==> src/fat_chain_manager_unit_defines.svh <==
// Assertion macros for the FAT chain manager.
`ifndef FAT_CHAIN_MANAGER_UNIT_DEFINES_SVH
`define FAT_CHAIN_MANAGER_UNIT_DEFINES_SVH

// same-cycle implication, sampled on aclk, off during reset
`define FCM_ASSERT_NOW(lbl, ante, cons, msg) \
    lbl: assert property (@(posedge aclk) disable iff (!aresetn) (ante) |-> (cons)) \
        else $error(msg);

// next-cycle implication, sampled on aclk, off during reset
`define FCM_ASSERT_NEXT(lbl, ante, cons, msg) \
    lbl: assert property (@(posedge aclk) disable iff (!aresetn) (ante) |=> (cons)) \
        else $error(msg);

`endif

==> src/fcm_pkg.sv <==
// Shared types, codes and constants of the FAT chain manager.
package fcm_pkg;

    localparam int ENTRIES_PER_FAT_BLOCK = 2048;
    localparam int TABLE_DEPTH           = 8192;

    localparam logic [15:0] CHAIN_END = 16'hFFFF;

    localparam logic [2:0] OP_READ   = 3'd0;
    localparam logic [2:0] OP_WRITE  = 3'd1;
    localparam logic [2:0] OP_WALK   = 3'd2;
    localparam logic [2:0] OP_ALLOC  = 3'd3;
    localparam logic [2:0] OP_EXTEND = 3'd4;
    localparam logic [2:0] OP_FREE   = 3'd5;
    localparam logic [2:0] OP_COUNT  = 3'd6;

    localparam logic [1:0] ST_OK        = 2'd0;
    localparam logic [1:0] ST_FULL      = 2'd1;
    localparam logic [1:0] ST_EARLY_END = 2'd2;
    localparam logic [1:0] ST_RANGE     = 2'd3;

    localparam logic CFG_FAT_BLOCKS  = 1'b0;
    localparam logic CFG_DATA_BLOCKS = 1'b1;

    localparam logic [2:0]  FAT_BLOCKS_RESET  = 3'd4;
    localparam logic [13:0] DATA_BLOCKS_RESET = 14'd8192;

    typedef struct packed {
        logic [2:0]  opcode;
        logic [15:0] index;
        logic [12:0] hop_count;
        logic [15:0] entry_value;
    } in_word_t;

    typedef struct packed {
        logic [1:0]  status;
        logic [15:0] result_value;
    } out_word_t;

    typedef enum logic [1:0] {RD_NONE, RD_IDX, RD_CUR, RD_SCAN} rd_sel_t;

    typedef enum logic [2:0] {
        WR_NONE, WR_CLEAR, WR_IDX_VAL, WR_FOUND_END, WR_IDX_FOUND, WR_CUR_ZERO
    } wr_sel_t;

    typedef enum logic [1:0] {CUR_HOLD, CUR_RDATA, CUR_FOUND} cur_sel_t;

    typedef enum logic [2:0] {
        RES_ZERO, RES_RDATA, RES_VAL, RES_CUR, RES_CNT, RES_END
    } res_sel_t;

    typedef struct packed {
        logic       latch_in;
        rd_sel_t    rd_sel;
        wr_sel_t    wr_sel;
        cur_sel_t   cur_sel;
        logic       fwd;
        logic       hop_dec;
        logic       cnt_inc;
        logic       scan_start;
        logic       scan_count;
        logic       res_load;
        res_sel_t   res_sel;
        logic [1:0] res_status;
        logic       out_load;
    } cmd_t;

    typedef struct packed {
        logic [2:0] op;
        logic       idx_end;
        logic       idx_oor;
        logic       cur_end;
        logic       cur_oor;
        logic       hops_zero;
        logic       rdata_zero;
        logic       rdata_end;
        logic       scan_hit;
        logic       scan_done;
        logic       clr_last;
    } stat_t;

    localparam cmd_t CMD_NOP = '{
        latch_in:   1'b0,
        rd_sel:     RD_NONE,
        wr_sel:     WR_NONE,
        cur_sel:    CUR_HOLD,
        fwd:        1'b0,
        hop_dec:    1'b0,
        cnt_inc:    1'b0,
        scan_start: 1'b0,
        scan_count: 1'b0,
        res_load:   1'b0,
        res_sel:    RES_ZERO,
        res_status: ST_OK,
        out_load:   1'b0
    };

endpackage

==> src/fcm_ctrl.sv <==
// Controller state machine: sequences each opcode and the result handshake.
module fcm_ctrl (
    input  logic           aclk,
    input  logic           aresetn,
    input  logic           s_valid,
    output logic           s_ready,
    output logic           m_valid,
    input  logic           m_ready,
    input  fcm_pkg::stat_t stat,
    output fcm_pkg::cmd_t  cmd
);

    typedef enum logic [3:0] {
        S_CLEAR, S_IDLE, S_DISPATCH, S_READ_DATA, S_WALK, S_WALK_NEXT, S_EXT_DATA,
        S_SEARCH, S_LINK, S_LINK2, S_FREE_CHECK, S_FREE_DATA, S_COUNT, S_DONE
    } state_t;

    state_t state_reg, state_next;
    logic   m_valid_reg, m_valid_next;

    always_comb begin
        state_next   = state_reg;
        m_valid_next = m_valid_reg && !m_ready;
        cmd          = fcm_pkg::CMD_NOP;
        case (state_reg)
            S_CLEAR: begin
                cmd.wr_sel = fcm_pkg::WR_CLEAR;
                if (stat.clr_last) begin
                    state_next = S_IDLE;
                end
            end
            S_IDLE: begin
                if (s_valid) begin
                    cmd.latch_in = 1'b1;
                    state_next   = S_DISPATCH;
                end
            end
            S_DISPATCH: begin
                state_next = S_DONE;
                case (stat.op)
                    fcm_pkg::OP_READ: begin
                        if (stat.idx_oor) begin
                            cmd.res_load   = 1'b1;
                            cmd.res_status = fcm_pkg::ST_RANGE;
                        end else begin
                            cmd.rd_sel = fcm_pkg::RD_IDX;
                            state_next = S_READ_DATA;
                        end
                    end
                    fcm_pkg::OP_WRITE: begin
                        cmd.res_load = 1'b1;
                        if (stat.idx_oor) begin
                            cmd.res_status = fcm_pkg::ST_RANGE;
                        end else begin
                            cmd.wr_sel  = fcm_pkg::WR_IDX_VAL;
                            cmd.res_sel = fcm_pkg::RES_VAL;
                        end
                    end
                    fcm_pkg::OP_WALK: begin
                        state_next = S_WALK;
                    end
                    fcm_pkg::OP_ALLOC: begin
                        cmd.scan_start = 1'b1;
                        state_next     = S_SEARCH;
                    end
                    fcm_pkg::OP_EXTEND: begin
                        if (stat.idx_end) begin
                            cmd.scan_start = 1'b1;
                            state_next     = S_SEARCH;
                        end else if (stat.idx_oor) begin
                            cmd.res_load   = 1'b1;
                            cmd.res_status = fcm_pkg::ST_RANGE;
                        end else begin
                            cmd.rd_sel = fcm_pkg::RD_IDX;
                            state_next = S_EXT_DATA;
                        end
                    end
                    fcm_pkg::OP_FREE: begin
                        state_next = S_FREE_CHECK;
                    end
                    fcm_pkg::OP_COUNT: begin
                        cmd.scan_start = 1'b1;
                        cmd.scan_count = 1'b1;
                        state_next     = S_COUNT;
                    end
                    default: begin
                        cmd.res_load   = 1'b1;
                        cmd.res_status = fcm_pkg::ST_RANGE;
                    end
                endcase
            end
            S_READ_DATA: begin
                cmd.res_load = 1'b1;
                cmd.res_sel  = fcm_pkg::RES_RDATA;
                state_next   = S_DONE;
            end
            S_WALK, S_WALK_NEXT: begin
                // in the follow-up state the link just read is the current block
                if (state_reg == S_WALK_NEXT) begin
                    cmd.fwd     = 1'b1;
                    cmd.cur_sel = fcm_pkg::CUR_RDATA;
                end
                cmd.res_sel = fcm_pkg::RES_CUR;
                if (stat.hops_zero) begin
                    cmd.res_load = 1'b1;
                    state_next   = S_DONE;
                end else if (stat.cur_end) begin
                    cmd.res_load   = 1'b1;
                    cmd.res_status = fcm_pkg::ST_EARLY_END;
                    state_next     = S_DONE;
                end else if (stat.cur_oor) begin
                    cmd.res_load   = 1'b1;
                    cmd.res_status = fcm_pkg::ST_RANGE;
                    state_next     = S_DONE;
                end else begin
                    cmd.rd_sel  = fcm_pkg::RD_CUR;
                    cmd.hop_dec = 1'b1;
                    state_next  = S_WALK_NEXT;
                end
            end
            S_EXT_DATA: begin
                if (stat.rdata_end) begin
                    cmd.scan_start = 1'b1;
                    state_next     = S_SEARCH;
                end else begin
                    cmd.res_load = 1'b1;
                    cmd.res_sel  = fcm_pkg::RES_RDATA;
                    state_next   = S_DONE;
                end
            end
            S_SEARCH: begin
                cmd.rd_sel = fcm_pkg::RD_SCAN;
                if (stat.scan_hit) begin
                    cmd.cur_sel = fcm_pkg::CUR_FOUND;
                    state_next  = S_LINK;
                end else if (stat.scan_done) begin
                    cmd.res_load   = 1'b1;
                    cmd.res_sel    = fcm_pkg::RES_END;
                    cmd.res_status = fcm_pkg::ST_FULL;
                    state_next     = S_DONE;
                end
            end
            S_LINK: begin
                cmd.wr_sel  = fcm_pkg::WR_FOUND_END;
                cmd.res_sel = fcm_pkg::RES_CUR;
                if ((stat.op == fcm_pkg::OP_EXTEND) && !stat.idx_end) begin
                    state_next = S_LINK2;
                end else begin
                    cmd.res_load = 1'b1;
                    state_next   = S_DONE;
                end
            end
            S_LINK2: begin
                cmd.wr_sel   = fcm_pkg::WR_IDX_FOUND;
                cmd.res_load = 1'b1;
                cmd.res_sel  = fcm_pkg::RES_CUR;
                state_next   = S_DONE;
            end
            S_FREE_CHECK: begin
                cmd.res_sel = fcm_pkg::RES_CNT;
                if (stat.cur_end) begin
                    cmd.res_load = 1'b1;
                    state_next   = S_DONE;
                end else if (stat.cur_oor) begin
                    cmd.res_load   = 1'b1;
                    cmd.res_status = fcm_pkg::ST_RANGE;
                    state_next     = S_DONE;
                end else begin
                    cmd.rd_sel = fcm_pkg::RD_CUR;
                    state_next = S_FREE_DATA;
                end
            end
            S_FREE_DATA: begin
                if (stat.rdata_zero) begin
                    cmd.res_load   = 1'b1;
                    cmd.res_sel    = fcm_pkg::RES_CNT;
                    cmd.res_status = fcm_pkg::ST_EARLY_END;
                    state_next     = S_DONE;
                end else begin
                    cmd.wr_sel  = fcm_pkg::WR_CUR_ZERO;
                    cmd.cnt_inc = 1'b1;
                    cmd.cur_sel = fcm_pkg::CUR_RDATA;
                    state_next  = S_FREE_CHECK;
                end
            end
            S_COUNT: begin
                cmd.rd_sel  = fcm_pkg::RD_SCAN;
                cmd.cnt_inc = stat.scan_hit;
                if (stat.scan_done) begin
                    cmd.res_load = 1'b1;
                    cmd.res_sel  = fcm_pkg::RES_CNT;
                    state_next   = S_DONE;
                end
            end
            S_DONE: begin
                if (!m_valid_reg || m_ready) begin
                    cmd.out_load = 1'b1;
                    m_valid_next = 1'b1;
                    state_next   = S_IDLE;
                end
            end
            default: begin
                state_next = S_IDLE;
            end
        endcase
    end

    always_ff @(posedge aclk) begin
        if (!aresetn) begin
            state_reg   <= S_CLEAR;
            m_valid_reg <= 1'b0;
        end else begin
            state_reg   <= state_next;
            m_valid_reg <= m_valid_next;
        end
    end

    assign s_ready = (state_reg == S_IDLE);
    assign m_valid = m_valid_reg;

endmodule

==> config.mk <==
export PLATFORM = sky130hd
export DESIGN_NAME = fcm_ctrl
export DESIGN_NICKNAME = d
export VERILOG_FILES = /design/src/fat_chain_manager_unit_defines.svh /design/src/fcm_pkg.sv /design/src/fcm_ctrl.sv
export SDC_FILE = /design/constraint.sdc
export NUM_CORES = 1
export LEC_CHECK = 0
export BUFFER_PORTS_ARGS = -buffer_cell sky130_fd_sc_hd__buf_2
export CAP_MARGIN = 20
export CORE_UTILIZATION = 45
export CTS_CLUSTER_DIAMETER = 120
export DETAILED_ROUTE_END_ITERATION = 16
export PLACE_DENSITY_LB_ADDON = 0.05
export SLEW_MARGIN = 30
export SYNTH_ARGS = -nofsm -noshare
export SYNTH_HDL_FRONTEND = slang
export SYNTH_SLANG_ARGS = --single-unit
export TNS_END_PERCENT = 5
==> constraint.sdc <==
create_clock -name aclk -period 4.55 [get_ports aclk]
set_input_delay 0.2275 -clock aclk [delete_from_list [all_inputs] [get_ports aclk]]
set_output_delay 0.2275 -clock aclk [all_outputs]
set_load 0.1 [all_outputs]
# Yosys cells after proc, flatten, opt, wreduce, memory -nomap -nowiden
# Index checks and enable logic that the tools add are counted.
dict set report word_totals {
  regBits 5
  input_bits 17
  output_inout_bits 22
  word_cells 110
}
dict set report op_classes {
  eq_ne 22
  muxes 71
  reduce_logical 15
}
# op count
set op_table {}
lappend op_table {{two-way mux 4 bit} 15}
lappend op_table {{case mux 4 bit (12 select lines)} 1}
lappend op_table {{case mux 4 bit (10 select lines)} 1}
lappend op_table {{two-way mux 2 bit} 13}
lappend op_table {{equality test 4 bit, second input constant} 6}
lappend op_table {{case mux 4 bit (6 select lines)} 1}
lappend op_table {{two-way mux 1 bit} 22}
lappend op_table {{two-way mux 6 bit} 3}
lappend op_table {{equality test 4 x 3 -> 1 bit, second input constant} 4}
lappend op_table {{case mux 3 bit (5 select lines)} 1}
lappend op_table {{two-way mux 3 bit} 4}
lappend op_table {{case mux 2 bit (3 select lines)} 2}
lappend op_table {{case mux 2 bit (5 select lines)} 1}
lappend op_table {{OR reduction 2 bit} 5}
lappend op_table {{equality test 3 bit, second input constant} 3}
lappend op_table {{equality test 4 x 2 -> 1 bit, second input constant} 2}
lappend op_table {{case mux 1 bit (2 select lines)} 4}
lappend op_table {{case mux 2 bit (4 select lines)} 1}
lappend op_table {{equality test 3 x 2 -> 1 bit, second input constant} 2}
lappend op_table {{!= test 2 bit, second input constant} 3}
lappend op_table {{two-way mux 5 bit} 1}
lappend op_table {{equality test 4 x 1 -> 1 bit, second input constant} 1}
lappend op_table {{logical NOT 4 bit} 1}
lappend op_table {{OR reduction 4 bit} 1}
lappend op_table {{7 further kinds} 10}

# Longest topological paths before layout
dict set report depth {
  ltp_word 4
  depth_mapped 6
  mapped_depth_nobuf 4
}

# Worst setup path after synthesis
# OpenSTA, ideal clock, no wires.
dict set report synth_timing {
  path_kind {reg2out}
  startpoint {register m_valid_reg, in the netlist m_valid}
  endpoint {output port cmd[0] (netlist name)}
  arrival_ps 3141
  required_ps 4323
  slack_ps 1181
  stages_incl_launch_ff 3
  path_cell_list {dfxtp_1 nand2b_1 nor3b_1}
}
# item line
set synth_rtl {}
lappend synth_rtl {{start: declaration} fcm_ctrl.sv:19} ;# logic m_valid_reg, m_valid_next;
lappend synth_rtl {{start signal: assignment} fcm_ctrl.sv:214} ;# m_valid_reg <= m_valid_next;
lappend synth_rtl {{end: declaration} fcm_ctrl.sv:10} ;# output fcm_pkg::cmd_t cmd

==> flow_summary_export.csv <==
group,metric,value,unit
sta,grt_setup_unrepaired,"false",
flow_run,drv_cap,0,
placed_design,dp_hpwl,2230,um
floorplanning,fp.coreArea,0.00202,sq mm
floorplanning,fp.dieH,49.1,um
clock_network,cts_resized,0,
routing,drtIter0Drc,42,
sta,fin_skew,0.00639,ns
finish,largest_reg_flops,4,
clock_network,ctsRootBufferMaster,"clkbuf_4",
grt,grt_use_total,25.0,%
routing,viasPerCell,5.94,
logic_synthesis,yosys_warnings,0,
routing,remaining_drc_errors,0,
logic_synthesis,synth_cell_type_count,50,
logic_synthesis,synth.area.top_cells,"dfxtp_1, nor2_1, nand2b_1, o21ai_0, nand2_1",
sta,fmax,0.330,GHz
floorplanning,boundaryPins,39,
placed_design,gp_congestion,0.899,
sta,hold_slack,0.260,ns
sta,slew_headroom,41.5,%
clock_network,htree_levels,1,
setup_path,cp.required,4.32,ns
logic_synthesis,netlist.area_leader.share,10.0,%
logic_synthesis,syn_nets,172,
setup_path,crit_fanout,29,
logic_synthesis,synth_seq_area_share,10.0,%
floorplanning,die_width,49.1,um
setup_path,cp-start-kind,"flop",
routing,dr_total_vias,1241,
grt,grt_pass1_vias,1104,
routing,wl_per_cell,14.0,um
clock_network,clockBufferDepth,2,
placed_design,io_buffers,38,
finish,nFillCells,218,
finish,syn_to_final_growth,16.4,%
logic_synthesis,synth_edf_count,0,
finish,layout.nets,200,
sta,period_needed,3.03,ns
grt,grt_overflow,0,
grt,antenna_found_initial,0,
sta,fin_setup_tns,0,ns
sta,setup_viol,0,
status,status,"finished, final reports clean",
logic_synthesis,synthCells,155,
sta,hold_viol,0,
logic_synthesis,syn_area_per_cell,6.45,sq um
clock_network,cts_tree,"yes",
clock_network,clock_latency,0.25,ns
setup_path,critical_path_arrival,2.80,ns
logic_synthesis,synth_area,1000,sq um
floorplanning,rows,16,
logic_synthesis,synth-seq-cells,5,
grt,grt_pass1_wl,4820,um
grt,grt_max_degree,30,
clock_network,clk_pin_slew,0.05,ns
setup_path,end_kind,"output pin",
logic_synthesis,synth_top_area_cell,"dfxtp_1",
logic_synthesis,synthArstFlopShare,0,%
clock_network,clock_sinks,5,
finish,diodes,0,
clock_network,cts_buffers,3,
finish,drive_gt1_share,25.8,%
clock_network,cts_hold_buf,0,
clock_network,cts_setup_buffers,0,
floorplanning,dieArea,0.00241,sq mm
sta,post-route-period-util,66.6,%
sta,slew_violations,0,
routing,wirelength,2920,um
setup_path,worstSetupPathType,"reg2out",
sta,tightest_slew,0.877,ns
floorplanning,initial_core_util,49.4,%
routing,dr.pass1.iters,5,
routing,ant_nets,0,
worst_hold_path,min_path_type,"in2reg",
logic_synthesis,ys.flop_type,"dfxtp_1",
-- synthesized netlist by cell type, types with 2 or more instances --
master,n
nor2_1,17
nand2_1,13
o21ai_0,10
nor3_1,9
nand2b_1,8
buf_2,7
nand3_1,7
a21oi_1,6
a31oi_1,6
clkbuf_1,5
dfxtp_1,5
inv_1,5
buf_6,3
o211ai_1,3
or3_1,3
a211o_1,2
a211oi_1,2
a21boi_0,2
a21boi_1,2
a311o_1,2
a32o_1,2
and2_1,2
mux2i_1,2
nand3b_1,2
nand4_1,2
o21a_1,2
o21ai_1,2
or2_1,2
-- per-layer routing --
layer / share of wire [%] / GRT usage, % / vias to the layer above
met3: 7.7 / 4.98 / 2
met5: 0 / 0 / -
li1: - / - / 633
met1: 45 / 31.6 / 548
met2: 47 / 43.2 / 58
met4: 0.48 / 5.39 / 0
-- worst paths after layout --
path | start | endpoint | slack (ns) | depth (start not counted)
min reg2reg | m_valid$_SDFF_PN0_ | m_valid$_SDFF_PN0_ | 0.66 | 3
min | aresetn | state_reg[0]$_SDFFE_PN0P_ | 0.26 | 3
max reg2reg | state_reg[0]$_SDFFE_PN0P_ | state_reg[3]$_SDFFE_PN0P_ | 2.67 | 4
max | state_reg[0]$_SDFFE_PN0P_ | cmd[6] | 1.52 | 5
-- cells in the final DEF, fill, tap and decap left out, types with 3 or more instances in the layout --
cell type	synthesis	final
nor3_1	9	9
nand2b_1	8	8
dfxtp_1	5	5
buf_2	7	38
or3_1	3	3
o211ai_1	3	3
nand3_1	7	7
a31oi_1	6	6
clkbuf_4	0	3
a21oi_1	6	6
nand2_1	13	13
o21ai_0	10	10
nor2_1	17	17
inv_1	5	5
-- worst max-delay path, stage by stage, from the launching register on --
cell and delay [ns]:
dfxtp_1 0.89, nand2_1 0.30, or4b_4 0.61, a21boi_1 0.17
nand4_1 0.14, buf_2 0.43
-- kinds of logic after synthesis --
| logic type | count (synthesis) | synth area share [%] |
|---|---|---|
| AO/OA/AOI/OAI | 51 | 35.4 |
| buffers and inverters | 21 | 11.0 |
| flip-flops | 5 | 10.0 |
| multiplexers | 2 | 2.00 |
| AND/OR/NAND/NOR | 76 | 41.6 |
-- layout make-up --
| cell class | count | area [sq um] | area share [%] |
|---|---|---|---|
| multi-input cells | 129 | 790 | 67.8 |
| repair buffers | 38 | 190 | 16.3 |
| flip-flops and latches | 5 | 100 | 8.60 |
| well taps | 27 | 33.8 | 2.90 |
| clock buffers | 3 | 22.5 | 1.94 |
| inverters | 6 | 22.5 | 1.94 |
| clock inverters | 1 | 5.00 | 0.430 |
-- through the flow --
stage	util, %	instances	setup slack, ns	area [sq um]
floorplan	-	155	1.18	1000
detailed placement	56.2	205	1.83	1140
global placement	56.2	205	1.86	1140
global route	57.5	209	1.35	1160
finish	57.5	209	1.52	1160
CTS	57.5	209	1.55	1160
Power is left out: the tool's default activity adds up to more than one toggle a clock period on the data nets, which glitch-free logic cannot reach.
